$ cat config.mk
export PLATFORM = sky130hd
export DESIGN_NAME = acm_front
export DESIGN_NICKNAME = d
export VERILOG_FILES = /design/src/sv/acm_pkg.sv /design/src/sv/acm_front.sv
export SDC_FILE = /design/constraint.sdc
export NUM_CORES = 1
export LEC_CHECK = 0
export ABC_AREA = 1
export BUFFER_PORTS_ARGS = -buffer_cell sky130_fd_sc_hd__buf_2
export CORE_UTILIZATION = 30
export CTS_BUF_LIST = sky130_fd_sc_hd__clkbuf_8
export DETAILED_ROUTE_END_ITERATION = 8
export HOLD_SLACK_MARGIN = 0.15
export PLACE_DENSITY = 0.45
export RECOVER_POWER = 25
export SLEW_MARGIN = 40
export SYNTH_ARGS = -nofsm -noshare
export SYNTH_HDL_FRONTEND = slang
export SYNTH_SLANG_ARGS = --single-unit
$ cat constraint.sdc
create_clock -name clk -period 1.8 [get_ports clk]
set_input_delay 0.36 -clock clk [delete_from_list [all_inputs] [get_ports clk]]
set_output_delay 0.36 -clock clk [all_outputs]
set_load 0.03 [all_outputs]
$ cat src/sv/acm_pkg.sv
`timescale 1ns / 1ps
// ----------------------------------------------------------------------------
// acm_pkg
// Shared types, the AES S-box and the round and subkey helper functions.
// ----------------------------------------------------------------------------
package acm_pkg;

  localparam int BLOCK_BYTES = 16;
  localparam logic [7:0] CMAC_RB  = 8'h87;
  localparam logic [7:0] PAD_BYTE = 8'h80;

  // Operation codes carried on the input tuser bit.
  localparam logic OP_ABSORB = 1'b0;
  localparam logic OP_FINISH = 1'b1;

  // Configuration register indexes.
  localparam logic [2:0] REG_KEY_WORD_0 = 3'd0;
  localparam logic [2:0] REG_KEY_WORD_1 = 3'd1;
  localparam logic [2:0] REG_KEY_WORD_2 = 3'd2;
  localparam logic [2:0] REG_KEY_WORD_3 = 3'd3;
  localparam logic [2:0] REG_KEY_SIZE   = 3'd4;

  // Key size codes.
  localparam logic [1:0] KEY_128 = 2'd0;
  localparam logic [1:0] KEY_192 = 2'd1;

  // One queued input transaction.
  typedef struct packed {
    logic       op;
    logic [7:0] data_byte;
  } item_t;

  // Requests from the CMAC controller to the AES unit.
  typedef struct packed {
    logic kexp;
    logic enc;
  } aes_req_t;

  localparam logic [7:0] SBOX [256] = '{
    8'h63,8'h7c,8'h77,8'h7b,8'hf2,8'h6b,8'h6f,8'hc5,8'h30,8'h01,8'h67,8'h2b,8'hfe,8'hd7,8'hab,8'h76,
    8'hca,8'h82,8'hc9,8'h7d,8'hfa,8'h59,8'h47,8'hf0,8'had,8'hd4,8'ha2,8'haf,8'h9c,8'ha4,8'h72,8'hc0,
    8'hb7,8'hfd,8'h93,8'h26,8'h36,8'h3f,8'hf7,8'hcc,8'h34,8'ha5,8'he5,8'hf1,8'h71,8'hd8,8'h31,8'h15,
    8'h04,8'hc7,8'h23,8'hc3,8'h18,8'h96,8'h05,8'h9a,8'h07,8'h12,8'h80,8'he2,8'heb,8'h27,8'hb2,8'h75,
    8'h09,8'h83,8'h2c,8'h1a,8'h1b,8'h6e,8'h5a,8'ha0,8'h52,8'h3b,8'hd6,8'hb3,8'h29,8'he3,8'h2f,8'h84,
    8'h53,8'hd1,8'h00,8'hed,8'h20,8'hfc,8'hb1,8'h5b,8'h6a,8'hcb,8'hbe,8'h39,8'h4a,8'h4c,8'h58,8'hcf,
    8'hd0,8'hef,8'haa,8'hfb,8'h43,8'h4d,8'h33,8'h85,8'h45,8'hf9,8'h02,8'h7f,8'h50,8'h3c,8'h9f,8'ha8,
    8'h51,8'ha3,8'h40,8'h8f,8'h92,8'h9d,8'h38,8'hf5,8'hbc,8'hb6,8'hda,8'h21,8'h10,8'hff,8'hf3,8'hd2,
    8'hcd,8'h0c,8'h13,8'hec,8'h5f,8'h97,8'h44,8'h17,8'hc4,8'ha7,8'h7e,8'h3d,8'h64,8'h5d,8'h19,8'h73,
    8'h60,8'h81,8'h4f,8'hdc,8'h22,8'h2a,8'h90,8'h88,8'h46,8'hee,8'hb8,8'h14,8'hde,8'h5e,8'h0b,8'hdb,
    8'he0,8'h32,8'h3a,8'h0a,8'h49,8'h06,8'h24,8'h5c,8'hc2,8'hd3,8'hac,8'h62,8'h91,8'h95,8'he4,8'h79,
    8'he7,8'hc8,8'h37,8'h6d,8'h8d,8'hd5,8'h4e,8'ha9,8'h6c,8'h56,8'hf4,8'hea,8'h65,8'h7a,8'hae,8'h08,
    8'hba,8'h78,8'h25,8'h2e,8'h1c,8'ha6,8'hb4,8'hc6,8'he8,8'hdd,8'h74,8'h1f,8'h4b,8'hbd,8'h8b,8'h8a,
    8'h70,8'h3e,8'hb5,8'h66,8'h48,8'h03,8'hf6,8'h0e,8'h61,8'h35,8'h57,8'hb9,8'h86,8'hc1,8'h1d,8'h9e,
    8'he1,8'hf8,8'h98,8'h11,8'h69,8'hd9,8'h8e,8'h94,8'h9b,8'h1e,8'h87,8'he9,8'hce,8'h55,8'h28,8'hdf,
    8'h8c,8'ha1,8'h89,8'h0d,8'hbf,8'he6,8'h42,8'h68,8'h41,8'h99,8'h2d,8'h0f,8'hb0,8'h54,8'hbb,8'h16
  };

  // Multiply by x in GF(2^8).
  function automatic logic [7:0] xtime(input logic [7:0] b);
    return {b[6:0], 1'b0} ^ (b[7] ? 8'h1b : 8'h00);
  endfunction

  // S-box applied to each byte of a word.
  function automatic logic [31:0] sub_word(input logic [31:0] w);
    return {SBOX[w[31:24]], SBOX[w[23:16]], SBOX[w[15:8]], SBOX[w[7:0]]};
  endfunction

  // One AES round without the key addition; byte 0 sits in the top bits.
  function automatic logic [127:0] aes_round(input logic [127:0] st, input logic last);
    logic [7:0] s [16];
    logic [7:0] t [16];
    logic [7:0] a0, a1, a2, a3;
    logic [127:0] r;
    for (int i = 0; i < 16; i++) s[i] = SBOX[st[127-8*i -: 8]];
    for (int c = 0; c < 4; c++)
      for (int j = 0; j < 4; j++) t[c*4+j] = s[((c+j) & 3)*4+j];
    for (int c = 0; c < 4; c++) begin
      a0 = t[4*c]; a1 = t[4*c+1]; a2 = t[4*c+2]; a3 = t[4*c+3];
      if (last) begin
        r[127-32*c -: 32] = {a0, a1, a2, a3};
      end else begin
        r[127-32*c -: 8]      = xtime(a0) ^ xtime(a1) ^ a1 ^ a2 ^ a3;
        r[127-32*c-8 -: 8]    = a0 ^ xtime(a1) ^ xtime(a2) ^ a2 ^ a3;
        r[127-32*c-16 -: 8]   = a0 ^ a1 ^ xtime(a2) ^ xtime(a3) ^ a3;
        r[127-32*c-24 -: 8]   = xtime(a0) ^ a0 ^ a1 ^ a2 ^ xtime(a3);
      end
    end
    return r;
  endfunction

  // Doubling in GF(2^128) as used for CMAC subkeys.
  function automatic logic [127:0] gf_double(input logic [127:0] x);
    return {x[126:0], 1'b0} ^ {120'd0, (x[127] ? CMAC_RB : 8'h00)};
  endfunction

endpackage

$ cat src/sv/acm_front.sv
`timescale 1ns / 1ps
// ----------------------------------------------------------------------------
// acm_front
// Input side: takes stream transactions and queues them for the controller.
// ----------------------------------------------------------------------------
module acm_front import acm_pkg::*; #(
  parameter int DEPTH = 4
) (
  input  logic       clk,
  input  logic       rst,
  input  logic       in_valid,
  output logic       in_ready,
  input  logic       in_op,
  input  logic [7:0] in_byte,
  output logic       q_valid,
  output item_t      q_item,
  input  logic       q_pop
);

  localparam int PW = (DEPTH > 1) ? $clog2(DEPTH) : 1;

  item_t           mem [DEPTH];
  logic [PW-1:0]   wr_ptr;
  logic [PW-1:0]   rd_ptr;
  logic [PW:0]     count;
  logic            push;

  assign in_ready = (count < (PW+1)'(DEPTH));
  assign push     = in_valid && in_ready;
  assign q_valid  = (count != '0);
  assign q_item   = mem[rd_ptr];

  // Queue storage.
  always_ff @(posedge clk) begin
    if (push) begin
      mem[wr_ptr] <= '{op: in_op, data_byte: in_byte};
    end
  end

  // Pointers and fill level.
  always_ff @(posedge clk) begin
    if (rst) begin
      wr_ptr <= '0;
      rd_ptr <= '0;
      count  <= '0;
    end else begin
      if (push) begin
        wr_ptr <= (wr_ptr == PW'(DEPTH-1)) ? '0 : wr_ptr + 1'b1;
      end
      if (q_pop) begin
        rd_ptr <= (rd_ptr == PW'(DEPTH-1)) ? '0 : rd_ptr + 1'b1;
      end
      count <= count + (PW+1)'(push) - (PW+1)'(q_pop);
    end
  end

endmodule

==> results.sh, run 1 <==
export IMPL_outcome="finished clean"
export IMPL_fin_tns_setup_ns=0
export IMPL_slowest_stage="fa_1"
export IMPL_rsz0062_at_grt="false"
export IMPL_synth_compound_area_share_pct=10.38
export IMPL_maxSlewViolCount=0
export IMPL_synth_top_family_by_area="compound AO/OA/AOI/OAI gates"
export IMPL_ys_seq_area_share_pct=65.80
export IMPL_p_int_uw=1879
export IMPL_fmax_mhz=602.2
export IMPL_dr_total_vias=1183
export IMPL_clk_pin_slew_ns=0.08
export IMPL_grt_pass1_vias=1140
export IMPL_post_drt_wl_per_cell_um=11.73
export IMPL_cts_setup_buffers=0
export IMPL_crit_start="count[2]"
export IMPL_start_util_pct=31.81
export IMPL_gr_usage_all_layers_pct=10.78
export IMPL_max_stage_delay_ns=0.39
export IMPL_utilization_pct=36.88
export IMPL_synth_seq_cells=45
export IMPL_rows=28
export IMPL_relSlewSlack_pct=85.07
export IMPL_critPathKind="reg2reg"
export IMPL_cts_hold_fix_buffers=0
export IMPL_mostFrequentLayoutCells="edfxtp_1, inv_1, nand2_1"
export IMPL_die_h_um=81.94
export IMPL_tightest_slew_ns=0.2240
export IMPL_htreeDepth=2
export IMPL_drive_above_1_share_pct=17.68
export IMPL_synth_simple_gate_area_share_pct=8.225
export IMPL_clk_path_buf_depth=2
export IMPL_gp_congestion=0.6846
export IMPL_die_area_um2=6713
export IMPL_dr_pass1_iters=4
export IMPL_viasPerCell=4.333
export IMPL_numPortBuffers=23
export IMPL_fin_skew_ns=0.007256
export IMPL_cp_max_fo=4
export IMPL_cp_arrival_ns=1.84
export IMPL_final_common_cell="edfxtp_1"
export IMPL_die_x_um=81.94
export IMPL_clockRootBuffer="clkbuf_8"
export IMPL_synth_xor_area_share_pct=0
export IMPL_final_cell_count_no_fill=273
export IMPL_worstPathRequired_ns=1.98
export IMPL_grt_pass1_wl_um=5133
export IMPL_ys_warn_count=0
export IMPL_clk_latency_ns=0.29
export IMPL_core_area_um2=6026
export IMPL_synth_fa_ha_area_share_pct=5.614
export IMPL_hold_viol_final=0
export IMPL_cts_tree="yes"
export IMPL_critPathMostFrequentCell="ha_1"
export IMPL_p_sw_uw=800.4
export IMPL_p_total_uw=2679
export IMPL_antenna_found_initial=0
export IMPL_ios=24
export IMPL_n_antenna_cell=0
export IMPL_p_clk_share_pct=26.5
export IMPL_finalCritPeriodShare_pct=92.26
export IMPL_power_leakage_uw=0.0009194
export IMPL_worst_setup_path_end_kind="register"
export IMPL_grt_max_degree=37
export IMPL_comb_power_share_pct=24.3
export IMPL_r2r_start="count[2]"
export IMPL_overflow=0
export IMPL_pwr_share_seq_pct=49.2
export IMPL_synth_distinct_cells=17
export IMPL_syn_inst=166
export IMPL_area_growth_pct=15.93
export IMPL_cp_start_kind="register"
export IMPL_routed_wl_um=3202
export IMPL_vdd_ir_drop_max_mv=0.7440
export IMPL_hold_class="in2reg"
export IMPL_p_per_area_nw_per_um2=1206
export IMPL_setup_viol=0
export IMPL_cts_sinks=45
export IMPL_drc=0
export IMPL_synthMuxAreaShare_pct=0
export IMPL_nNetsFinal=218
export IMPL_placed_cells=265
export IMPL_avgSynthCellArea_um2=11.55
export IMPL_drv_cap=0
export IMPL_ant_nets=0
export IMPL_cts_buffers=5
export IMPL_hpwl_um=2194
export IMPL_crit_chain="inv_2 > nand2_2 > ha_1 > inv_1 > ha_1 > fa_1 > a21oi_1 > nor2_1"
export IMPL_synth_cell_area_um2=1917
export IMPL_finalCriticalPeriod_ns=1.661
export IMPL_cts_resized=0
export IMPL_synth_fp_nets=187
export IMPL_drt_initial_drc_count=29
export IMPL_switching_share_pct=29.88
export IMPL_hold_slack_ns=0.2763
export IMPL_worstHoldStart="rst"
cells in the mapped netlist, drive strengths merged:
master  count  area share, %
nand2      25            5.0
dfxtp       9            9.4
o211ai      9            3.5
edfxtp     36             56
ha          7            4.6
nor2       15            2.9
o21ai      12            3.1
nand3       1           0.26
fa          1            1.0
a21oi      12            3.7
inv        33            6.5
buf         6            3.5
power groups by stage:
stage	clock network (uW)	registers, uW	logic (uW)
floorplan	0	1330	470
CTS	738	1320	666
global placement	0	1340	637
detailed placement	0	1340	665
global route	782	1330	739
finish	709	1320	651
final timing paths:
kind,cells after the start,slack (ns),to
hold reg to reg,2,0.52,rd_ptr[0]
setup reg to reg,8,0.14,count[2]
hold / removal,2,0.28,count[1]
setup / recovery,8,0.14,count[2]
logic make-up (layout without fill, tap and decap cells):
group	count (synthesis)	after routing
flip-flops	45	45
AND/OR/NAND/NOR	41	41
buffers and inverters	39	71
AO/OA/AOI/OAI	33	33
adder cells (fa/ha/maj)	8	8
metrics by stage:
step / worst slack, ns / instance area [um2]
global placement: 0.1558 / 2123
floorplan: 0.08813 / 1917
detailed placement: 0.07665 / 2123
finish: 0.1394 / 2222
CTS: 0.1299 / 2230
global route: 0.004212 / 2222
state kept, by name (all words and copies together) (netlist names), named ones only:
signal and flops:
mem 36, count 3, rd_ptr 2, wr_ptr 2
worst max-delay path, delay by kind of cell, from the launching register on:
kind,cells,cell delay [ns]
AOI/OAI and AO/OA,1,0.14
adders and majority gates,3,0.83
buffers and inverters,2,0.12
DFF,1,0.35
and+or+nand+nor,2,0.11
routing by layer:
layer	routed length, um	GRT usage, %	share of wire (%)
met5	0	0	0
met2	1685	20.00	53
met3	108	3.667	3.4
met4	21	3.158	0.66
met1	1387	11.39	43
area by class of cell:
cell class	instances	area, um2
Tap cell	75	93.84
Inverter	33	123.9
Timing Repair Buffer	30	172.7
Multi-Input combinational cell	82	464.2
Fill cell	609	3804
Clock buffer	5	68.82
Sequential cell	45	1261
Clock inverter	3	37.54
Power figures use the tool's default switching activity.
==> run 2, diff against run 1 <==
GPL_TIMING_DRIVEN = 0   (was not set)
==> results.sh, run 2 (synthesized netlist as in run 1, its figures left out) <==
export IMPL_rows=28
export IMPL_dr_pass1_iters=4
export IMPL_drv_cap=0
export IMPL_cts_sinks=45
export IMPL_critPathKind="reg2out"
export IMPL_placed_area_um2=2136
export IMPL_layout_setup_ws_ns=0.08081
export IMPL_htreeDepth=2
export IMPL_rsz0062_at_grt="true"
export IMPL_cts_tree="yes"
export IMPL_setup_viol=0
export IMPL_finalCritPeriodShare_pct=95.51
export IMPL_cts_hold_fix_buffers=0
export IMPL_regMostFlops="mem"
export IMPL_gp_congestion=0.6721
export IMPL_ios=24
export IMPL_top_regs="mem: 36 flops, count: 3 flops"
export IMPL_drt_initial_drc_count=43
export IMPL_routed_wl_um=3489
export IMPL_largest_reg_flops=36
export IMPL_overflow=0
export IMPL_clk_path_buf_depth=2
export IMPL_reg2reg_to="count[1]"
export IMPL_worstHoldStart="rst"
export IMPL_relSlewSlack_pct=61.26
export IMPL_p_total_uw=2559
export IMPL_rr_worst_depth=8
export IMPL_maxSlewViolCount=0
export IMPL_grt_pass1_wl_um=5457
export IMPL_die_area_um2=6713
export IMPL_cp_start_kind="register"
export IMPL_hold_end="count[0]"
export IMPL_outcome="finished clean"
export IMPL_dr_total_vias=1191
export IMPL_finalCriticalPeriod_ns=1.719
export IMPL_hold_slack_ns=0.2555
export IMPL_worstHoldPathCells=2
export IMPL_antenna_found_initial=0
export IMPL_hpwl_um=2437
export IMPL_start_util_pct=31.81
export IMPL_rrSetupSlack_ns=0.12
export IMPL_viasPerCell=4.379
export IMPL_die_x_um=81.94
export IMPL_final_common_cell="edfxtp_1"
export IMPL_power_leakage_uw=0.0009150
export IMPL_fin_skew_ns=0.009668
export IMPL_finalInstanceArea_um2=2225
export IMPL_r2r_start="count[2]"
export IMPL_grt_max_degree=14
export IMPL_core_area_um2=6026
export IMPL_post_drt_wl_per_cell_um=12.83
export IMPL_grt_pass1_vias=1161
export IMPL_worstPathRequired_ns=1.44
export IMPL_clockRootBuffer="clkbuf_8"
export IMPL_clk_pin_slew_ns=0.08
export IMPL_tightest_slew_ns=0.5805
export IMPL_die_h_um=81.94
export IMPL_hold_viol_final=0
export IMPL_clk_latency_ns=0.29
export IMPL_fmax_mhz=581.7
export IMPL_n_antenna_cell=0
export IMPL_cp_max_fo=10
export IMPL_dp_slack_ns=0.01562
export IMPL_hold_class="in2reg"
export IMPL_mostFrequentLayoutCells="edfxtp_1, inv_1, nand2_1"
export IMPL_nNetsFinal=217
export IMPL_vdd_ir_drop_max_mv=0.7077
export IMPL_cts_buffers=5
export IMPL_utilization_pct=36.92
export IMPL_drive_above_1_share_pct=19.29
export IMPL_numPortBuffers=23
export IMPL_worst_setup_path_end_kind="output pin"
export IMPL_area_growth_pct=16.06
export IMPL_gr_usage_all_layers_pct=11.63
export IMPL_p_per_area_nw_per_um2=1150
export IMPL_cp_arrival_ns=1.36
export IMPL_drc=0
export IMPL_ant_nets=0
## run 2: cell types whose count changed in the layout (fill, tap and decap cells not counted)
cell / before / now
buf_6: 0 / 5
bufinv_16: 1 / 0
buf_4: 6 / 0
nand2_4: 0 / 1
nor2_2: 0 / 4
clkinv_1: 1 / 0
inv_4: 0 / 1
inv_1: 33 / 34
nand2_2: 1 / 0
nor2_1: 15 / 11
## run 2: worst max path at each step
stage | from | end | slack [ns] | cells after the start
CTS | register | q_item[8] | 0.04 | 5
detailed placement | in_valid | count[1] | 0.02 | 8
finish | register | q_item[7] | 0.08 | 5
global route | register | q_item[8] | -0.004 | 6
floorplan | count[2] | count[2] | 0.09 | 8
global placement | in_valid | count[2] | 0.08 | 8
## run 2: timing repair
item | 4_1_cts | 5_1_grt
gates resized for setup | 0 | 3
endpoints found under the setup margin | 0 | 7
setup buffers | 0 | 0
## run 2: through the flow
step	TNS (ns)	cells
final	0	272
after global routing	-0.003656	272
after CTS	0	272
after detailed placement	0	264
after global placement	0	264
after floorplan	0	166
## run 2: cell type report
class | count | area [um2]
clock inverter | 3 | 13.76
timing repair buffer | 23 | 107.6
sequential | 45 | 1261
clock buffer | 5 | 68.82
tap | 75 | 93.84
multi-input combinational | 82 | 479.2
fill | 612 | 3801
inverter | 33 | 123.9
buffer | 6 | 76.32
## run 2: where the power goes
group / total, uW / internal, uW / switching, uW
Sequential: 1320 / 1270 / 51.5
Clock: 580 / 264 / 316
Combinational: 661 / 205 / 456
Total: 2560 / 1740 / 823
## run 2: worst max-delay path, stage by stage, from the launching register on
cell and delay, ns:
dfxtp_1 0.31, buf_6 0.14, buf_6 0.15, o21ai_0 0.20
nand2_1 0.08, buf_2 0.18
## run 2: per-layer routing
layer  GRT usage [%]  part of all wire [%]  up-vias
met4           4.386                   1.4        0
met2           20.08                    49       20
met5               0                     0        -
met1           12.95                    45      561
li1                -                     -      605
met3           4.333                   4.6        5
