==> config.mk <==
export PLATFORM = sky130hd
export DESIGN_NAME = acm_back
export DESIGN_NICKNAME = d
export VERILOG_FILES = /design/src/sv/acm_pkg.sv /design/src/sv/acm_back.sv
export SDC_FILE = /design/constraint.sdc
export NUM_CORES = 1
export LEC_CHECK = 0
export BUFFER_PORTS_ARGS = -buffer_cell sky130_fd_sc_hd__buf_2
export CAP_MARGIN = 20
export CORE_MARGIN = 2
export CORE_UTILIZATION = 40
export CTS_CLUSTER_SIZE = 8
export DETAILED_ROUTE_END_ITERATION = 12
export PLACE_DENSITY = 0.68
export SETUP_SLACK_MARGIN = 0.3
export SYNTH_ARGS = -nofsm -noshare
export SYNTH_HDL_FRONTEND = slang
export SYNTH_SLANG_ARGS = --single-unit
==> constraint.sdc <==
create_clock -name clk -period 54.5 [get_ports clk]
set_input_delay 10.9 -clock clk [delete_from_list [all_inputs] [get_ports clk]]
set_output_delay 10.9 -clock clk [all_outputs]
set_load 0.05 [all_outputs]
==> src/sv/acm_pkg.sv <==
`timescale 1ns / 1ps
// ----------------------------------------------------------------------------
// acm_pkg
// Shared types, the AES S-box and the round and subkey helper functions.
// ----------------------------------------------------------------------------
package acm_pkg;

  localparam int BLOCK_BYTES = 16;
  localparam logic [7:0] CMAC_RB  = 8'h87;
  localparam logic [7:0] PAD_BYTE = 8'h80;

  // Operation codes carried on the input tuser bit.
  localparam logic OP_ABSORB = 1'b0;
  localparam logic OP_FINISH = 1'b1;

  // Configuration register indexes.
  localparam logic [2:0] REG_KEY_WORD_0 = 3'd0;
  localparam logic [2:0] REG_KEY_WORD_1 = 3'd1;
  localparam logic [2:0] REG_KEY_WORD_2 = 3'd2;
  localparam logic [2:0] REG_KEY_WORD_3 = 3'd3;
  localparam logic [2:0] REG_KEY_SIZE   = 3'd4;

  // Key size codes.
  localparam logic [1:0] KEY_128 = 2'd0;
  localparam logic [1:0] KEY_192 = 2'd1;

  // One queued input transaction.
  typedef struct packed {
    logic       op;
    logic [7:0] data_byte;
  } item_t;

  // Requests from the CMAC controller to the AES unit.
  typedef struct packed {
    logic kexp;
    logic enc;
  } aes_req_t;

  localparam logic [7:0] SBOX [256] = '{
    8'h63,8'h7c,8'h77,8'h7b,8'hf2,8'h6b,8'h6f,8'hc5,8'h30,8'h01,8'h67,8'h2b,8'hfe,8'hd7,8'hab,8'h76,
    8'hca,8'h82,8'hc9,8'h7d,8'hfa,8'h59,8'h47,8'hf0,8'had,8'hd4,8'ha2,8'haf,8'h9c,8'ha4,8'h72,8'hc0,
    8'hb7,8'hfd,8'h93,8'h26,8'h36,8'h3f,8'hf7,8'hcc,8'h34,8'ha5,8'he5,8'hf1,8'h71,8'hd8,8'h31,8'h15,
    8'h04,8'hc7,8'h23,8'hc3,8'h18,8'h96,8'h05,8'h9a,8'h07,8'h12,8'h80,8'he2,8'heb,8'h27,8'hb2,8'h75,
    8'h09,8'h83,8'h2c,8'h1a,8'h1b,8'h6e,8'h5a,8'ha0,8'h52,8'h3b,8'hd6,8'hb3,8'h29,8'he3,8'h2f,8'h84,
    8'h53,8'hd1,8'h00,8'hed,8'h20,8'hfc,8'hb1,8'h5b,8'h6a,8'hcb,8'hbe,8'h39,8'h4a,8'h4c,8'h58,8'hcf,
    8'hd0,8'hef,8'haa,8'hfb,8'h43,8'h4d,8'h33,8'h85,8'h45,8'hf9,8'h02,8'h7f,8'h50,8'h3c,8'h9f,8'ha8,
    8'h51,8'ha3,8'h40,8'h8f,8'h92,8'h9d,8'h38,8'hf5,8'hbc,8'hb6,8'hda,8'h21,8'h10,8'hff,8'hf3,8'hd2,
    8'hcd,8'h0c,8'h13,8'hec,8'h5f,8'h97,8'h44,8'h17,8'hc4,8'ha7,8'h7e,8'h3d,8'h64,8'h5d,8'h19,8'h73,
    8'h60,8'h81,8'h4f,8'hdc,8'h22,8'h2a,8'h90,8'h88,8'h46,8'hee,8'hb8,8'h14,8'hde,8'h5e,8'h0b,8'hdb,
    8'he0,8'h32,8'h3a,8'h0a,8'h49,8'h06,8'h24,8'h5c,8'hc2,8'hd3,8'hac,8'h62,8'h91,8'h95,8'he4,8'h79,
    8'he7,8'hc8,8'h37,8'h6d,8'h8d,8'hd5,8'h4e,8'ha9,8'h6c,8'h56,8'hf4,8'hea,8'h65,8'h7a,8'hae,8'h08,
    8'hba,8'h78,8'h25,8'h2e,8'h1c,8'ha6,8'hb4,8'hc6,8'he8,8'hdd,8'h74,8'h1f,8'h4b,8'hbd,8'h8b,8'h8a,
    8'h70,8'h3e,8'hb5,8'h66,8'h48,8'h03,8'hf6,8'h0e,8'h61,8'h35,8'h57,8'hb9,8'h86,8'hc1,8'h1d,8'h9e,
    8'he1,8'hf8,8'h98,8'h11,8'h69,8'hd9,8'h8e,8'h94,8'h9b,8'h1e,8'h87,8'he9,8'hce,8'h55,8'h28,8'hdf,
    8'h8c,8'ha1,8'h89,8'h0d,8'hbf,8'he6,8'h42,8'h68,8'h41,8'h99,8'h2d,8'h0f,8'hb0,8'h54,8'hbb,8'h16
  };

  // Multiply by x in GF(2^8).
  function automatic logic [7:0] xtime(input logic [7:0] b);
    return {b[6:0], 1'b0} ^ (b[7] ? 8'h1b : 8'h00);
  endfunction

  // S-box applied to each byte of a word.
  function automatic logic [31:0] sub_word(input logic [31:0] w);
    return {SBOX[w[31:24]], SBOX[w[23:16]], SBOX[w[15:8]], SBOX[w[7:0]]};
  endfunction

  // One AES round without the key addition; byte 0 sits in the top bits.
  function automatic logic [127:0] aes_round(input logic [127:0] st, input logic last);
    logic [7:0] s [16];
    logic [7:0] t [16];
    logic [7:0] a0, a1, a2, a3;
    logic [127:0] r;
    for (int i = 0; i < 16; i++) s[i] = SBOX[st[127-8*i -: 8]];
    for (int c = 0; c < 4; c++)
      for (int j = 0; j < 4; j++) t[c*4+j] = s[((c+j) & 3)*4+j];
    for (int c = 0; c < 4; c++) begin
      a0 = t[4*c]; a1 = t[4*c+1]; a2 = t[4*c+2]; a3 = t[4*c+3];
      if (last) begin
        r[127-32*c -: 32] = {a0, a1, a2, a3};
      end else begin
        r[127-32*c -: 8]      = xtime(a0) ^ xtime(a1) ^ a1 ^ a2 ^ a3;
        r[127-32*c-8 -: 8]    = a0 ^ xtime(a1) ^ xtime(a2) ^ a2 ^ a3;
        r[127-32*c-16 -: 8]   = a0 ^ a1 ^ xtime(a2) ^ xtime(a3) ^ a3;
        r[127-32*c-24 -: 8]   = xtime(a0) ^ a0 ^ a1 ^ a2 ^ xtime(a3);
      end
    end
    return r;
  endfunction

  // Doubling in GF(2^128) as used for CMAC subkeys.
  function automatic logic [127:0] gf_double(input logic [127:0] x);
    return {x[126:0], 1'b0} ^ {120'd0, (x[127] ? CMAC_RB : 8'h00)};
  endfunction

endpackage

==> src/sv/acm_back.sv <==
`timescale 1ns / 1ps
// ----------------------------------------------------------------------------
// acm_back
// CMAC controller: subkeys, block gathering, chaining, padding and the tag.
// ----------------------------------------------------------------------------
module acm_back import acm_pkg::*; (
  input  logic           clk,
  input  logic           rst,
  input  logic           cfg_hit,
  input  logic           q_valid,
  input  item_t          q_item,
  output logic           q_pop,
  output aes_req_t       aes_req,
  output logic [127:0]   aes_blk,
  input  logic           aes_done,
  input  logic [127:0]   aes_res,
  output logic           out_valid,
  input  logic           out_ready,
  output logic [127:0]   out_tag
);

  typedef enum logic [2:0] {B_IDLE, B_KEXP, B_LWAIT, B_CHAIN, B_FIN, B_OUT} bstate_t;

  bstate_t      state;
  logic [127:0] chain;
  logic [127:0] pend;
  logic [4:0]   cnt;
  logic         seen;
  logic         ready;
  logic [127:0] k1;
  logic [127:0] k2;
  logic [7:0]   hold;
  logic [127:0] tag;
  logic [127:0] last_blk;

  assign q_pop = (state == B_IDLE) && ready && q_valid;

  // Final block: full block with K1, otherwise padded with K2.
  always_comb begin
    if (seen && cnt == 5'd16) begin
      last_blk = pend ^ k1;
    end else begin
      for (int i = 0; i < BLOCK_BYTES; i++) begin
        if (5'(i) < cnt)       last_blk[127-8*i -: 8] = pend[127-8*i -: 8];
        else if (5'(i) == cnt) last_blk[127-8*i -: 8] = PAD_BYTE;
        else                   last_blk[127-8*i -: 8] = 8'h00;
      end
      last_blk = last_blk ^ k2;
    end
  end

  // Message byte store.
  always_ff @(posedge clk) begin
    if (q_pop && q_item.op == OP_ABSORB && cnt != 5'd16) begin
      pend[(15 - int'(cnt[3:0]))*8 +: 8] <= q_item.data_byte;
    end else if (state == B_CHAIN && aes_done) begin
      pend[127:120] <= hold;
    end
  end

  // Controller.
  always_ff @(posedge clk) begin
    if (rst) begin
      state     <= B_IDLE;
      chain     <= '0;
      cnt       <= '0;
      seen      <= 1'b0;
      ready     <= 1'b0;
      aes_req   <= '0;
      out_valid <= 1'b0;
    end else begin
      case (state)
        B_IDLE: begin
          if (q_valid && !ready) begin
            aes_req <= '{kexp: 1'b1, enc: 1'b0};
            state   <= B_KEXP;
          end else if (q_pop) begin
            if (q_item.op == OP_FINISH) begin
              aes_req <= '{kexp: 1'b0, enc: 1'b1};
              aes_blk <= chain ^ last_blk;
              state   <= B_FIN;
            end else if (cnt == 5'd16) begin
              aes_req <= '{kexp: 1'b0, enc: 1'b1};
              aes_blk <= chain ^ pend;
              hold    <= q_item.data_byte;
              state   <= B_CHAIN;
            end else begin
              aes_req <= '0;
              cnt     <= cnt + 5'd1;
              seen    <= 1'b1;
            end
          end else begin
            aes_req <= '0;
          end
        end
        B_KEXP: begin
          if (aes_done) begin
            aes_req <= '{kexp: 1'b0, enc: 1'b1};
            aes_blk <= '0;
            state   <= B_LWAIT;
          end else begin
            aes_req <= '0;
          end
        end
        B_LWAIT: begin
          aes_req <= '0;
          if (aes_done) begin
            k1    <= gf_double(aes_res);
            k2    <= gf_double(gf_double(aes_res));
            ready <= !cfg_hit;
            state <= B_IDLE;
          end
        end
        B_CHAIN: begin
          aes_req <= '0;
          if (aes_done) begin
            chain <= aes_res;
            cnt   <= 5'd1;
            seen  <= 1'b1;
            state <= B_IDLE;
          end
        end
        B_FIN: begin
          aes_req <= '0;
          if (aes_done) begin
            tag   <= aes_res;
            state <= B_OUT;
          end
        end
        B_OUT: begin
          aes_req <= '0;
          if (!out_valid || out_ready) begin
            out_valid <= 1'b1;
            out_tag   <= tag;
            chain     <= '0;
            cnt       <= '0;
            seen      <= 1'b0;
            state     <= B_IDLE;
          end
        end
        default: begin
          aes_req <= '0;
          state   <= B_IDLE;
        end
      endcase
      // The output register empties once its transaction is taken.
      if (out_valid && out_ready && state != B_OUT) out_valid <= 1'b0;
      // Any register write forces new subkeys before the next item.
      if (cfg_hit && !(state == B_LWAIT && aes_done)) ready <= 1'b0;
    end
  end

endmodule

==> impl_metrics.sql, run 1 <==
INSERT INTO impl_metrics (metric_group, metric, value, unit) VALUES
('run_status', 'result_of_the_run', 'complete, no violations', ''),
('floorplanning', 'floorplan.io_pins', '403', ''),
('clock_network', 'ctsHoldBuffers', '0', ''),
('power', 'power_per_cell_area', '36.9', 'nW/um^2'),
('power', 'power.internal', '1130', 'uW'),
('power', 'leakagePower', '0.0148', 'uW'),
('global_route', 'grt_resource_usage_total', '22.9', '%'),
('detailed_routing', 'drt_drc_violations_left', '0', ''),
('timing', 'slew_violations', '0', ''),
('detailed_routing', 'drt-total-wl', '106', 'mm'),
('detailed_routing', 'routedWlPerCell', '23.4', 'um'),
('placed_design', 'hpwl', '68.6', 'mm'),
('logic_synthesis', 'synthesis.instances', '2930', ''),
('global_route', 'grt_max_degree', '129', ''),
('detailed_routing', 'number_of_vias_per_cell_after_detailed_routing', '5.83', ''),
('floorplanning', 'floorplan.core_area', '87200', 'sq um'),
('logic_synthesis', 'synthFlopType', 'edfxtp_1', ''),
('worst_setup_path', 'critPathCaptureType', 'output pin', ''),
('worst_setup_path', 'critical_path.startpoint_type', 'input pin', ''),
('power', 'sw_frac_of_total', '26.6', '%'),
('detailed_routing', 'detailroute.via_count', '26364', ''),
('logic_synthesis', 'synth_async_sr_flop_share', '0', '%'),
('final_layout', 'areaGrowthSynthToFinish', '17.7', '%'),
('logic_synthesis', 'synth_edf_count', '651', ''),
('logic_synthesis', 'synth.cell_area', '35300', 'sq um'),
('detailed_routing', 'final_antenna_net_count', '0', ''),
('power', 'seq_pwr_share', '45.5', '%'),
('clock_network', 'cts.root.buffer_cell', 'clkbuf_16', ''),
('final_layout', 'seq_area', '22400', 'sq um'),
('timing', 'final.min_clock_period', '22.39', 'ns'),
('power', 'comb_power_share', '12.7', '%'),
('worst_setup_path', 'worst_ep_arrival_time', '11.49', 'ns'),
('final_layout', 'mostFrequentLayoutCell', 'edfxtp_1', ''),
('detailed_routing', 'initialDrtViolationCount', '2746', ''),
('global_route', 'grt_overflow', '0', ''),
('clock_network', 'post_cts_resize_count', '0', ''),
('worst_setup_path', 'critical_path_class', 'input pin to output pin', ''),
('global_route', 'grt_first_pass_wirelength', '157', 'mm'),
('logic_synthesis', 'postSynthAreaPerCell', '12.1', 'sq um'),
('floorplanning', 'rows', '108', ''),
('logic_synthesis', 'synth.yosys.seq_area_share', '63.3', '%'),
('floorplanning', 'die_h', '301', 'um'),
('power', 'sw_pwr', '407', 'uW'),
('clock_network', 'tritoncts', 'done', ''),
('flow_run', 'maxCapViolations', '0', ''),
('floorplanning', 'dieArea', '90700', 'sq um'),
('placed_design', 'gpl.final_weighted_congestion', '0.854', ''),
('worst_setup_path', 'cp.required', '43.60', 'ns'),
('power', 'vdd_ir_drop_max', '0.0000272', 'V'),
('timing', 'clock.fmax', '0.0447', 'GHz'),
('final_layout', 'multi_input_gate_area', '12000', 'sq um'),
('logic_synthesis', 'synth_nets', '3077', ''),
('placed_design', 'numPortBuffers', '402', ''),
('logic_synthesis', 'ys_warn_count', '0', ''),
('power', 'share_clk_of_total_power', '41.7', '%'),
('worst_setup_path', 'worst-path-max-fanout', '5', ''),
('final_layout', 'mostFrequentLayoutCells', '651 x edfxtp_1, 402 x buf_2, 279 x nand2_1', ''),
('final_layout', 'stdcell_area', '41600', 'sq um'),
('timing', 'totalNegativeSetupSlack', '0', 'ns'),
('detailed_routing', 'detailedRoute.firstPassIterationCount', '6', ''),
('timing', 'rsz0062_at_grt', 'false', ''),
('clock_network', 'post_cts_buffers', '0', ''),
('clock_network', 'clock_tree.buffer_depth', '3', ''),
('clock_network', 'cts_bufs_inserted', '109', ''),
('global_route', 'grt_antenna_before_repair', '2', ''),
('global_route', 'vias_in_the_first_global_route', '24454', ''),
('timing', 'finalSetupViolCount', '0', ''),
('final_layout', 'nets', '3421', ''),
('final_layout', 'drive_above_1_share', '19.0', '%'),
('clock_network', 'worstSkewPairLatency', '0.67', 'ns'),
('timing', 'finClkSkew', '0.0346', 'ns'),
('clock_network', 'clkTransAtPathRegs', '0.05', 'ns'),
('clock_network', 'cts.htree.levels', '3', ''),
('timing', 'hold_violations', '0', ''),
('floorplanning', 'floorplan.die.width', '301', 'um'),
('clock_network', 'clock-sinks', '792', ''),
('timing', 'worst-slew-pin-transition', '1.13', 'ns'),
('logic_synthesis', 'synth.ff_latch_count', '792', ''),
('timing', 'worst_slew_margin_rel', '24.4', '%'),
('final_layout', 'nFillCells', '7846', ''),
('floorplanning', 'floorplan.initialDensity', '40.5', '%'),
('timing', 'final.period_utilization', '41.1', '%'),
('placed_design', 'dpl_cell_area', '38300', 'sq um'),
('worst_hold_path', 'hold_path.class', 'flop to flop', ''),
('logic_synthesis', 'ys_types', '87', '');
stage by stage:
stage	total power [uW]	utilization [%]	setup slack, ns	instances	hold WS [ns]
floorplan	850	-	29.35	2930	0.400
global placement	900	43.9	32.13	4313	0.400
detailed placement	904	43.9	32.13	4313	0.405
CTS	1550	47.6	32.12	4512	0.406
global route	1590	47.7	32.07	4517	0.406
finish	1530	47.7	32.11	4520	0.408
synth_stat cells (13+ instances only):
cell type / n / share of area, %
edfxtp_1: 651 / 55
nand2_1: 280 / 3.0
nor2_1: 274 / 2.9
dfxtp_1: 141 / 8.0
a22oi_1: 138 / 2.9
clkbuf_1: 137 / 1.5
mux2i_1: 127 / 3.6
nor3_1: 121 / 1.7
nand2b_1: 116 / 2.1
a311oi_1: 72 / 1.8
nand3_1: 71 / 1.0
buf_2: 61 / 0.86
a21oi_1: 60 / 0.85
o21ai_0: 42 / 0.60
and2_1: 36 / 0.64
nand4_1: 36 / 0.64
a22o_1: 34 / 0.84
o221ai_1: 33 / 0.82
nor2b_1: 29 / 0.51
and3_1: 28 / 0.50
nor4_1: 27 / 0.48
nand4b_1: 24 / 0.60
inv_1: 23 / 0.24
a211oi_1: 20 / 0.43
o211ai_1: 19 / 0.40
nor3b_1: 18 / 0.38
mux2_2: 17 / 0.54
nand3b_1: 16 / 0.34
o311ai_0: 15 / 0.37
buf_1: 14 / 0.15
nor4b_1: 14 / 0.35
or3_1: 13 / 0.23
registers in the layout, summed over array words and instances, names as in the netlist:
register   cells
out_valid      1
chain        128
tag          128
cnt            5
seen           1
k2             4
ready          1
aes_blk      128
state          3
pend         128
out_tag      128
k1           127
aes_req        2
hold           8
final timing paths:
| path | depth (start not counted) | start | slack, ns | to |
|---|---|---|---|---|
| setup reg to reg | 7 | cnt[0] | 50.06 | pend[122] |
| hold reg to reg | 0 | tag[27] | 0.41 | out_tag[27] |
| setup / recovery | 4 | q_valid | 32.11 | q_pop |
| hold / removal | 0 | tag[27] | 0.41 | out_tag[27] |
power by group through the flow:
stage | logic [uW] | registers, uW | clock network (uW)
floorplan | 106 | 743 | 0
global placement | 191 | 709 | 0
detailed placement | 195 | 709 | 0
CTS | 195 | 698 | 653
global route | 211 | 700 | 678
finish | 195 | 698 | 640
routing by layer:
layer,track usage [%],share of wire [%],routed length [um],up-vias
met4,8.49,3.3,3440,2
met2,37.3,48,50700,1177
met3,4.37,7.9,8370,187
met1,30.3,41,43400,13028
li1,-,-,-,11970
met5,0,0.012,13,-
area by class of cell:
class	count	share of cell area, %
Timing Repair Buffer	456	5.94
Inverter	25	0.226
Tap cell	1155	3.48
Antenna cell	3	0.0181
Clock buffer	198	7.60
Multi-Input combinational cell	1890	28.8
Sequential cell	792	53.8
Clock inverter	1	0.0723
logic make-up after synthesis:
family                   Yosys count  synth area share, %
AO/OA/AOI/OAI                    572                 12.5
XOR/XNOR                          19                0.471
adder cells (fa/ha/maj)            4                0.142
buffers and inverters            248                 2.98
flip-flops                       792                 63.3
multiplexers                     144                 4.14
AND/OR/NAND/NOR                 1151                 16.4
critical path, stage by stage:
cell     delay (ns)
buf_2          0.13
nand2_1        0.09
inv_1          0.10
buf_2          0.27
(Power assumes the default switching activity.)
==> run 2: changes to the inputs <==
Settings changed: ABC_AREA from default to 1.
Clock period 54.5 ns to 20.8 ns, I/O delays scaled along.
==> impl_metrics.sql, run 2 <==
INSERT INTO impl_metrics (metric_group, metric, value, unit) VALUES
('logic_synthesis', 'synth_async_sr_flop_share', '0', '%'),
('power', 'share_clk_of_total_power', '40.3', '%'),
('detailed_routing', 'drt-total-wl', '103', 'mm'),
('floorplanning', 'dieArea', '89600', 'sq um'),
('clock_network', 'post_cts_buffers', '0', ''),
('flow_run', 'maxCapViolations', '0', ''),
('global_route', 'vias_in_the_first_global_route', '24748', ''),
('final_layout', 'nets', '3892', ''),
('timing', 'finalSetupViolCount', '0', ''),
('power', 'sw_pwr', '1170', 'uW'),
('timing', 'worst_slew_margin_rel', '26.0', '%'),
('clock_network', 'clkTransAtPathRegs', '0.05', 'ns'),
('logic_synthesis', 'ys_types', '44', ''),
('logic_synthesis', 'synthesis.instances', '3380', ''),
('logic_synthesis', 'synth.ff_latch_count', '792', ''),
('worst_setup_path', 'rrSetupSlack', '16.09', 'ns'),
('floorplanning', 'floorplan.io_pins', '403', ''),
('run_status', 'result_of_the_run', 'complete, no violations', ''),
('logic_synthesis', 'synth.top_cells.by_area', 'edfxtp_1 56%, dfxtp_1 8.1%, nand3_1 7.6%', ''),
('timing', 'worst-slew-pin-transition', '1.11', 'ns'),
('worst_setup_path', 'worst-path-max-fanout', '4', ''),
('floorplanning', 'floorplan.die.width', '299', 'um'),
('worst_setup_path', 'worst_ep_arrival_time', '4.82', 'ns'),
('power', 'sw_frac_of_total', '28.5', '%'),
('worst_hold_path', 'hold_path.class', 'flop to flop', ''),
('logic_synthesis', 'synth-adder-area-share', '0.144', '%'),
('worst_setup_path', 'cp.required', '16.64', 'ns'),
('timing', 'final.min_clock_period', '8.98', 'ns'),
('logic_synthesis', 'ys_warn_count', '0', ''),
('logic_synthesis', 'synth.cell_area', '34900', 'sq um'),
('global_route', 'grt_first_pass_wirelength', '153', 'mm'),
('clock_network', 'cts_bufs_inserted', '109', ''),
('detailed_routing', 'detailroute.via_count', '26717', ''),
('logic_synthesis', 'synth_nets', '3527', ''),
('final_layout', 'mostFrequentLayoutCell', 'edfxtp_1', ''),
('detailed_routing', 'number_of_vias_per_cell_after_detailed_routing', '5.34', ''),
('logic_synthesis', 'synthFlopType', 'edfxtp_1', ''),
('timing', 'clock.fmax', '0.111', 'GHz'),
('worst_setup_path', 'critPathSlowestCell', 'buf_2', ''),
('power', 'power.total', '4120', 'uW'),
('final_layout', 'mostFrequentLayoutCells', '651 x edfxtp_1, 533 x nand3_1, 441 x nand2_1', ''),
('final_layout', 'drive_above_1_share', '16.7', '%'),
('worst_setup_path', 'critical_path.startpoint_type', 'input pin', ''),
('worst_setup_path', 'worst_path_buf_inv', '3', ''),
('timing', 'hold_violations', '0', ''),
('timing', 'totalNegativeSetupSlack', '0', 'ns'),
('logic_synthesis', 'postSynthAreaPerCell', '10.3', 'sq um'),
('placed_design', 'hpwl', '68.3', 'mm'),
('clock_network', 'post_cts_resize_count', '0', ''),
('logic_synthesis', 'post_synth_xor_xnor_area', '3.14', '%'),
('worst_setup_path', 'worst_path_dominant_cell_family', 'buffers and inverters', ''),
('detailed_routing', 'initialDrtViolationCount', '2515', ''),
('clock_network', 'clock-sinks', '792', ''),
('placed_design', 'numPortBuffers', '402', ''),
('logic_synthesis', 'muxShareOfSynthArea', '0', '%'),
('clock_network', 'cts.root.buffer_cell', 'clkbuf_16', ''),
('timing', 'finClkSkew', '0.0373', 'ns'),
('floorplanning', 'rows', '108', ''),
('worst_setup_path', 'critPathCaptureType', 'output pin', ''),
('floorplanning', 'floorplan.initialDensity', '40.3', '%'),
('logic_synthesis', 'synth-simple-area-share', '19.8', '%'),
('worst_setup_path', 'critical_path_class', 'input pin to output pin', ''),
('power', 'comb_power_share', '14.8', '%'),
('clock_network', 'ctsHoldBuffers', '0', ''),
('logic_synthesis', 'ranking_of_synthesized_cells_by_instance_count', '651 x edfxtp_1, 533 x nand3_1, 443 x nand2_1', ''),
('timing', 'slew_violations', '0', ''),
('detailed_routing', 'routedWlPerCell', '20.7', 'um'),
('clock_network', 'tritoncts', 'done', ''),
('detailed_routing', 'detailedRoute.firstPassIterationCount', '6', ''),
('placed_design', 'gpl.final_weighted_congestion', '0.926', ''),
('global_route', 'grt_antenna_before_repair', '13', ''),
('final_layout', 'areaGrowthSynthToFinish', '17.8', '%'),
('logic_synthesis', 'netlist.area_leader.share', '56.1', '%'),
('power', 'seq_pwr_share', '44.9', '%'),
('logic_synthesis', 'synth_area_leader_cell', 'edfxtp_1', ''),
('global_route', 'grt_max_degree', '129', ''),
('clock_network', 'worstSkewPairLatency', '0.69', 'ns'),
('logic_synthesis', 'synth_top_family_by_area', 'simple AND/OR/NAND/NOR gates', ''),
('global_route', 'grt_resource_usage_total', '22.4', '%'),
('timing', 'final.period_utilization', '43.2', '%'),
('worst_setup_path', 'worstPathCellList', 'buf_2, nand3_2, inv_1, buf_2', ''),
('logic_synthesis', 'synth_edf_count', '651', ''),
('final_layout', 'finish.cell_count_without_fillers', '5004', ''),
('floorplanning', 'floorplan.core_area', '86600', 'sq um'),
('detailed_routing', 'drt_drc_violations_left', '0', ''),
('floorplanning', 'die_h', '299', 'um'),
('clock_network', 'cts.htree.levels', '3', ''),
('timing', 'rsz0062_at_grt', 'false', ''),
('logic_synthesis', 'synth-compound-area-share', '8.24', '%'),
('logic_synthesis', 'synth.yosys.seq_area_share', '64.2', '%'),
('power', 'power_per_cell_area', '100', 'nW/um^2'),
('power', 'leakagePower', '0.0155', 'uW'),
('logic_synthesis', 'yosysMostFrequentCell', 'edfxtp_1', ''),
('detailed_routing', 'final_antenna_net_count', '0', ''),
('global_route', 'grt_overflow', '0', ''),
('clock_network', 'clock_tree.buffer_depth', '3', ''),
('power', 'power.internal', '2950', 'uW'),
('placed_design', 'dp.cells', '4785', ''),
('final_layout', 'fin_util', '47.4', '%'),
('power', 'vdd_ir_drop_max', '0.0000780', 'V'),
('worst_setup_path', 'cpMostUsedCell', 'buf_2', ''),
('worst_setup_path', 'critPathMaxStageDelay', '0.28', 'ns');
## run 2: layer usage
metal  global-route usage [%]  up-vias  part of all wire, %
met3                     4.56      171                  8.0
met2                     37.4     1095                   49
li1                         -    12577                    -
met4                     8.58        4                  3.2
met5                        0        -                0.024
met1                     28.7    12870                   40
## run 2: worst paths after layout
check | end | start | depth (start not counted)
min | out_tag[43] | tag[43] | 0
max | q_pop | q_valid | 4
max reg2reg | aes_blk[70] | cnt[0] | 12
min reg2reg | out_tag[43] | tag[43] | 0
## run 2: cell families after synthesis
kind of cell	after synthesis
compound gates	554
xor+xnor	125
fa+ha+maj	4
flops	792
simple gates	1523
buf+inv	382
## run 2: worst register-to-register path, cell delays in order (launching register included)
cell      delay (ns)
dfxtp_1         0.39
inv_2           0.48
ha_1            0.45
nand3_4         0.17
nor2_4          0.12
buf_4           0.63
clkinv_2        0.78
buf_4           0.63
nand2_1         0.34
o21ai_1         0.08
o21ai_0         0.16
and2_1          0.18
nor2_1          0.04
## run 2: power by group through the flow
stage	Clock (uW)	Combinational, uW	Sequential, uW
finish	1660	610	1850
global route	1770	663	1850
floorplan	0	331	1970
CTS	1700	607	1850
global placement	0	595	1880
detailed placement	0	605	1880
## run 2: area by class of cell
cell class | instances | area [sq um]
Fill cell | 8013 | 45500
Sequential cell | 792 | 22400
Multi-Input combinational cell | 2206 | 11000
Clock buffer | 200 | 3090
Timing Repair Buffer | 434 | 2320
Tap cell | 1155 | 1450
Inverter | 202 | 766
Clock inverter | 7 | 105
Antenna cell | 8 | 20.0
## run 2: through the flow
step,hold WS [ns],instance area [sq um],setup WS [ns]
after floorplan,0.400,34900,2.97
after global placement,0.401,37800,11.85
after detailed placement,0.405,37800,11.82
after CTS,0.389,41000,11.82
after global routing,0.417,41100,11.80
final,0.409,41100,11.82
